==> src/rtl/core/smpc_pkg.sv <==
// ----------------------------------------------------------------------------
// smpc_pkg
// Shared types and codes of the segmented memory permission check unit.
// ----------------------------------------------------------------------------
package smpc_pkg;

    typedef enum logic [2:0] {
        CMD_RD_BYTE = 3'd0,
        CMD_RD_HALF = 3'd1,
        CMD_RD_WORD = 3'd2,
        CMD_WR_BYTE = 3'd3,
        CMD_WR_HALF = 3'd4,
        CMD_WR_WORD = 3'd5,
        CMD_FETCH   = 3'd6,
        CMD_ADD_SEG = 3'd7
    } cmd_t;

    typedef enum logic [2:0] {
        ERR_OK           = 3'd0,
        ERR_MISALIGNED   = 3'd1,
        ERR_READ_DENIED  = 3'd2,
        ERR_WRITE_DENIED = 3'd3,
        ERR_NOT_EXEC     = 3'd4,
        ERR_FETCH_OOB    = 3'd5,
        ERR_TABLE_FULL   = 3'd6
    } err_t;

    typedef enum logic [1:0] {
        ST_IDLE  = 2'd0,
        ST_CHECK = 2'd1,
        ST_LOAD  = 2'd2
    } state_t;

    // Commands from the controller to the datapath
    typedef struct packed {
        logic capture;
        logic execute;
        logic publish;
    } dp_ctrl_t;

    localparam int PERM_READ_BIT  = 0;
    localparam int PERM_WRITE_BIT = 1;
    localparam int PERM_EXEC_BIT  = 2;
    localparam int BYTE_LANES     = 4;

endpackage

==> src/rtl/core/smpc_ctrl.sv <==
// ----------------------------------------------------------------------------
// smpc_ctrl
// Request sequencer: capture, check and memory access, result load.
// ----------------------------------------------------------------------------
module smpc_ctrl
(
    input  logic                clk,
    input  logic                rst_n,
    input  logic                in_valid,
    output logic                in_ready,
    output logic                out_valid,
    input  logic                out_ready,
    output smpc_pkg::dp_ctrl_t  ctrl
);

    smpc_pkg::state_t state_reg;
    smpc_pkg::state_t state_next;
    logic             out_valid_reg;
    logic             out_valid_next;

    always_ff @(posedge clk or negedge rst_n)
    begin
        if (!rst_n)
        begin
            state_reg     <= smpc_pkg::ST_IDLE;
            out_valid_reg <= 1'b0;
        end
        else
        begin
            state_reg     <= state_next;
            out_valid_reg <= out_valid_next;
        end
    end

    always_comb
    begin
        state_next   = state_reg;
        ctrl         = '0;
        in_ready     = 1'b0;
        unique case (state_reg)
            smpc_pkg::ST_IDLE:
            begin
                in_ready = 1'b1;
                if (in_valid)
                begin
                    ctrl.capture = 1'b1;
                    state_next   = smpc_pkg::ST_CHECK;
                end
            end
            smpc_pkg::ST_CHECK:
            begin
                ctrl.execute = 1'b1;
                state_next   = smpc_pkg::ST_LOAD;
            end
            smpc_pkg::ST_LOAD:
            begin
                // hold until the output register is free
                if (!out_valid_reg || out_ready)
                begin
                    ctrl.publish = 1'b1;
                    state_next   = smpc_pkg::ST_IDLE;
                end
            end
            default:
            begin
                state_next = smpc_pkg::ST_IDLE;
            end
        endcase

        if (ctrl.publish)
        begin
            out_valid_next = 1'b1;
        end
        else if (out_ready)
        begin
            out_valid_next = 1'b0;
        end
        else
        begin
            out_valid_next = out_valid_reg;
        end
    end

    assign out_valid = out_valid_reg;

endmodule

==> config.mk <==
export PLATFORM = sky130hd
export DESIGN_NAME = smpc_ctrl
export DESIGN_NICKNAME = d
export VERILOG_FILES = /design/src/rtl/core/smpc_pkg.sv /design/src/rtl/core/smpc_ctrl.sv
export SDC_FILE = /design/constraint.sdc
export NUM_CORES = 1
export LEC_CHECK = 0
export BUFFER_PORTS_ARGS = -buffer_cell sky130_fd_sc_hd__buf_2
export CELL_PAD_IN_SITES_DETAIL_PLACEMENT = 1
export CELL_PAD_IN_SITES_GLOBAL_PLACEMENT = 1
export CORE_AREA = 2 2 39 41
export DETAILED_ROUTE_END_ITERATION = 8
export DIE_AREA = 0 0 41 43
export PLACE_DENSITY = 0.39
export RECOVER_POWER = 50
export SYNTH_ARGS = -nofsm -noshare
export SYNTH_HDL_FRONTEND = slang
export SYNTH_SLANG_ARGS = --single-unit
==> constraint.sdc <==
create_clock -name clk -period 1.6 [get_ports clk]
set_input_delay 0.08 -clock clk [delete_from_list [all_inputs] [get_ports clk]]
set_output_delay 0.08 -clock clk [all_outputs]
set_load 0.02 [all_outputs]
Yosys cells after proc, flatten, opt, wreduce, memory -nomap -nowiden

Index checks and enable logic that the tools add are counted.
W data, S select, Z words.

Register bits: 3
Output and inout port bits: 5

Equality and inequality tests: 4
Muxes and demuxes: 11
Reductions and logical operators: 5

Operators with widths:

| operator             | number |
|---|---|
| $mux W1              | 8 |
| $pmux W2 S3          | 1 |
| $mux W2              | 2 |
| $ne A2 B2 Y1 const B | 2 |
| $eq A2 B1 Y1 const B | 1 |
| $eq A2 B2 Y1 const B | 1 |
| $logic_not A2 Y1     | 1 |
| $reduce_and A2 Y1    | 1 |
| $reduce_bool A2 Y1   | 1 |
| $logic_not A1 Y1     | 1 |
| $logic_or A1 B1 Y1   | 1 |

Depth between registers and ports, before layout

Word-level depth: 5
Gate-level depth with buffers: 3
Mapped depth without buffers: 2

Least setup slack after synthesis

OpenSTA, ideal clock, no wires.

Kind: register -> output
Start point: reg state_reg[1]
End point: out ctrl[2] (netlist bit)
Data arrival time: 0.919 ns
Path slack: 0.601 ns
Cell stages (with the launch flop): 3
Buffers on the path: 0
Path through: dfrtp_1 > nor2_2 > and2_1

RTL lines:

| what                   | RTL line        | text |
|---|---|---|
| start, declared        | smpc_ctrl.sv:16 | `smpc_pkg::state_t state_reg;` |
| start signal, assigned | smpc_ctrl.sv:25 | `state_reg <= smpc_pkg::ST_IDLE;` |
| start signal, assigned | smpc_ctrl.sv:30 | `state_reg <= state_next;` |
| end, declared          | smpc_ctrl.sv:13 | `output smpc_pkg::dp_ctrl_t ctrl` |

==> flow_metrics.tcl <==
set metrics [dict create \
    post-route-period-util_pct 72.8 \
    drv_cap 0 \
    synth_area_sq_um 140 \
    crit_chain "nor2_1 > and2_1 > buf_2" \
    cts.sinks 3 \
    fin_cells 41 \
    largest_register_ffs 2 \
    grt_max_degree 4 \
    dieWidth_um 41 \
    areaGrowthSynthToFinish_pct 60.7 \
    status "complete, no violations" \
    die-area_sq_um 1760 \
    crit_arrival_ns 1.08 \
    max_freq_mhz 858 \
    antenna_found_initial 0 \
    synth-seq-cells 3 \
    yosys.area.top_type "dfrtp_1" \
    ys_seq_area_share_pct 53.6 \
    crit_family "flip-flops" \
    wl_um 324 \
    finish.net_count 30 \
    grt_remaining_overflow 0 \
    worst-path-buf-inv 1 \
    required_ns 1.52 \
    crit_path_max_fanout 3 \
    drt-wirelength-per-cell_um 7.90 \
    drive_gt1_share_pct 44.0 \
    first_global_vias 134 \
    yosysWarnings 0 \
    ir_worst_vdd_mv 0.326 \
    ant_nets 0 \
    placementRows 14 \
    drc 0 \
    gp_congestion 0.560 \
    path_clk_slew_ns 0.04 \
    cts_max_level 1 \
    dpl.cell_count 36 \
    vias 127 \
    hold_viol 0 \
    nFillCells 168 \
    final.setup_skew_ns 0.00214 \
    cts_made_buffers 3 \
    setup.worst_path.class "reg2out" \
    synth_fp_nets 17 \
    synth_top_area_share_pct 53.6 \
    root_buffer "clkbuf_4" \
    synth_area_per_cell_sq_um 10.8 \
    power.density_nw_per_um2 1780 \
    tightest_slew_ns 0.172 \
    slowest_delay_ns 0.39 \
    maxSlewViolCount 0 \
    place_hpwl_um 247 \
    yosysUniqueCellTypes 9 \
    drtIter0Drc 3 \
    hold_path.class "in2reg" \
    core_sq_um 1380 \
    drt_pass1_iterations 2 \
    fin_util_pct 16.3 \
    clockBufferDepth 2 \
    setup.worst_path.end_class "primary output" \
    grt_pass1_wl_um 552 \
    netlist_instances 13 \
    io_pins 9 \
    critPathLaunchType "flip-flop" \
    vias_per_cell 3.10 \
    slowest_stage "dfrtp_1" \
    antenna_cells 0 \
    grt_use_total_pct 5.33 \
    setup_violations 0 \
    ys_top_cells_by_area "dfrtp_1, and2_1, nand2b_1, nor2b_2, buf_4" \
    portBuffers 8 \
    clk_latency_ns 0.23 \
    fp.dieH_um 43 \
    rsz0062_at_grt "no" \
    cts_tree "yes" \
    initial_utilization_pct 10.1 \
    fin_setup_tns_ns 0 \
    layout_min_cycle_time_ns 1.16 \
    p_leak_uw 0.000113 \
    max_slew_margin_pct 88.5 \
]
report_power, final:
| group | internal (uW) | switching [uW] |
|---|---|---|
| Combinational | 56.4 | 92.5 |
| Clock | 93.7 | 42.5 |
| Sequential | 100 | 15.9 |
cells in the mapped netlist, drive strengths merged:
| library cell | number |
|---|---|
| nand2 | 1 |
| dfrtp | 3 |
| o21bai | 1 |
| nor2b | 2 |
| nand2b | 2 |
| nor2 | 1 |
| buf | 1 |
| and2 | 2 |
metal layers:
metal  track usage, %  wire, um  vias to the layer above
li1                 -         -                       62
met1             6.47       162                       54
met2             4.69        95                        9
met3             6.28        56                        2
met4             4.00        10                        0
met5                0         0                        -
cell families (layout without fill, tap and decap cells):
kind of cell / after synthesis / in the layout / synth area share (%)
buf+inv: 1 / 13 / 5.36
compound gates: 1 / 1 / 5.36
flops: 3 / 3 / 53.6
simple gates: 8 / 8 / 35.7
placed cells by master (no fill, tap or decap):
master | synthesis | routed
clkbuf_4 | 0 | 3
dfrtp_1 | 3 | 3
nor2b_2 | 1 | 1
buf_2 | 0 | 7
o21bai_1 | 1 | 1
nand2_1 | 1 | 1
nand2b_1 | 2 | 2
dlygate4sd3_1 | 0 | 1
clkbuf_1 | 0 | 2
nor2b_1 | 1 | 1
nor2_1 | 0 | 1
and2_1 | 2 | 2
through the flow:
step / total power, uW / setup slack (ns) / cell area (sq um) / hold WS [ns]
floorplan: 228 / 0.601 / 140 / -0.216
global placement: 267 / 0.699 / 193 / -0.121
CTS: 419 / 0.419 / 229 / 0.0600
global route: 441 / 0.329 / 225 / 0.0712
finish: 401 / 0.435 / 225 / 0.0692
detailed placement: 272 / 0.680 / 193 / -0.117
final timing paths:
kind                         startpoint           end  slack (ns)  cells past startpoint
min in group asynchronous         rst_n  state_reg[1]        0.18                      2
max in group asynchronous         rst_n  state_reg[0]        1.26                      2
max                        state_reg[1]       ctrl[2]        0.44                      3
min                            in_valid  state_reg[0]        0.07                      2
min reg2reg                   out_valid     out_valid        0.52                      2
max reg2reg                state_reg[0]  state_reg[1]        0.79                      2
repair_timing:
| action | 4_1_cts | 5_1_grt |
|---|---|---|
| hold buffers | 1 | 0 |
| resized for setup | 0 | 0 |
| setup buffers | 0 | 0 |
| endpoints found under the hold margin | 3 | 0 |
final cells by class:
cell class                      count  area, sq um  share of cell area, %
Sequential cell                     3         75.1                   33.3
Multi-Input combinational cell      9         55.1                   24.4
Timing Repair Buffer                9         48.8                   21.7
Clock buffer                        4         26.3                   11.7
Tap cell                           16         20.0                   8.89
Power figures use the tool's default switching activity.
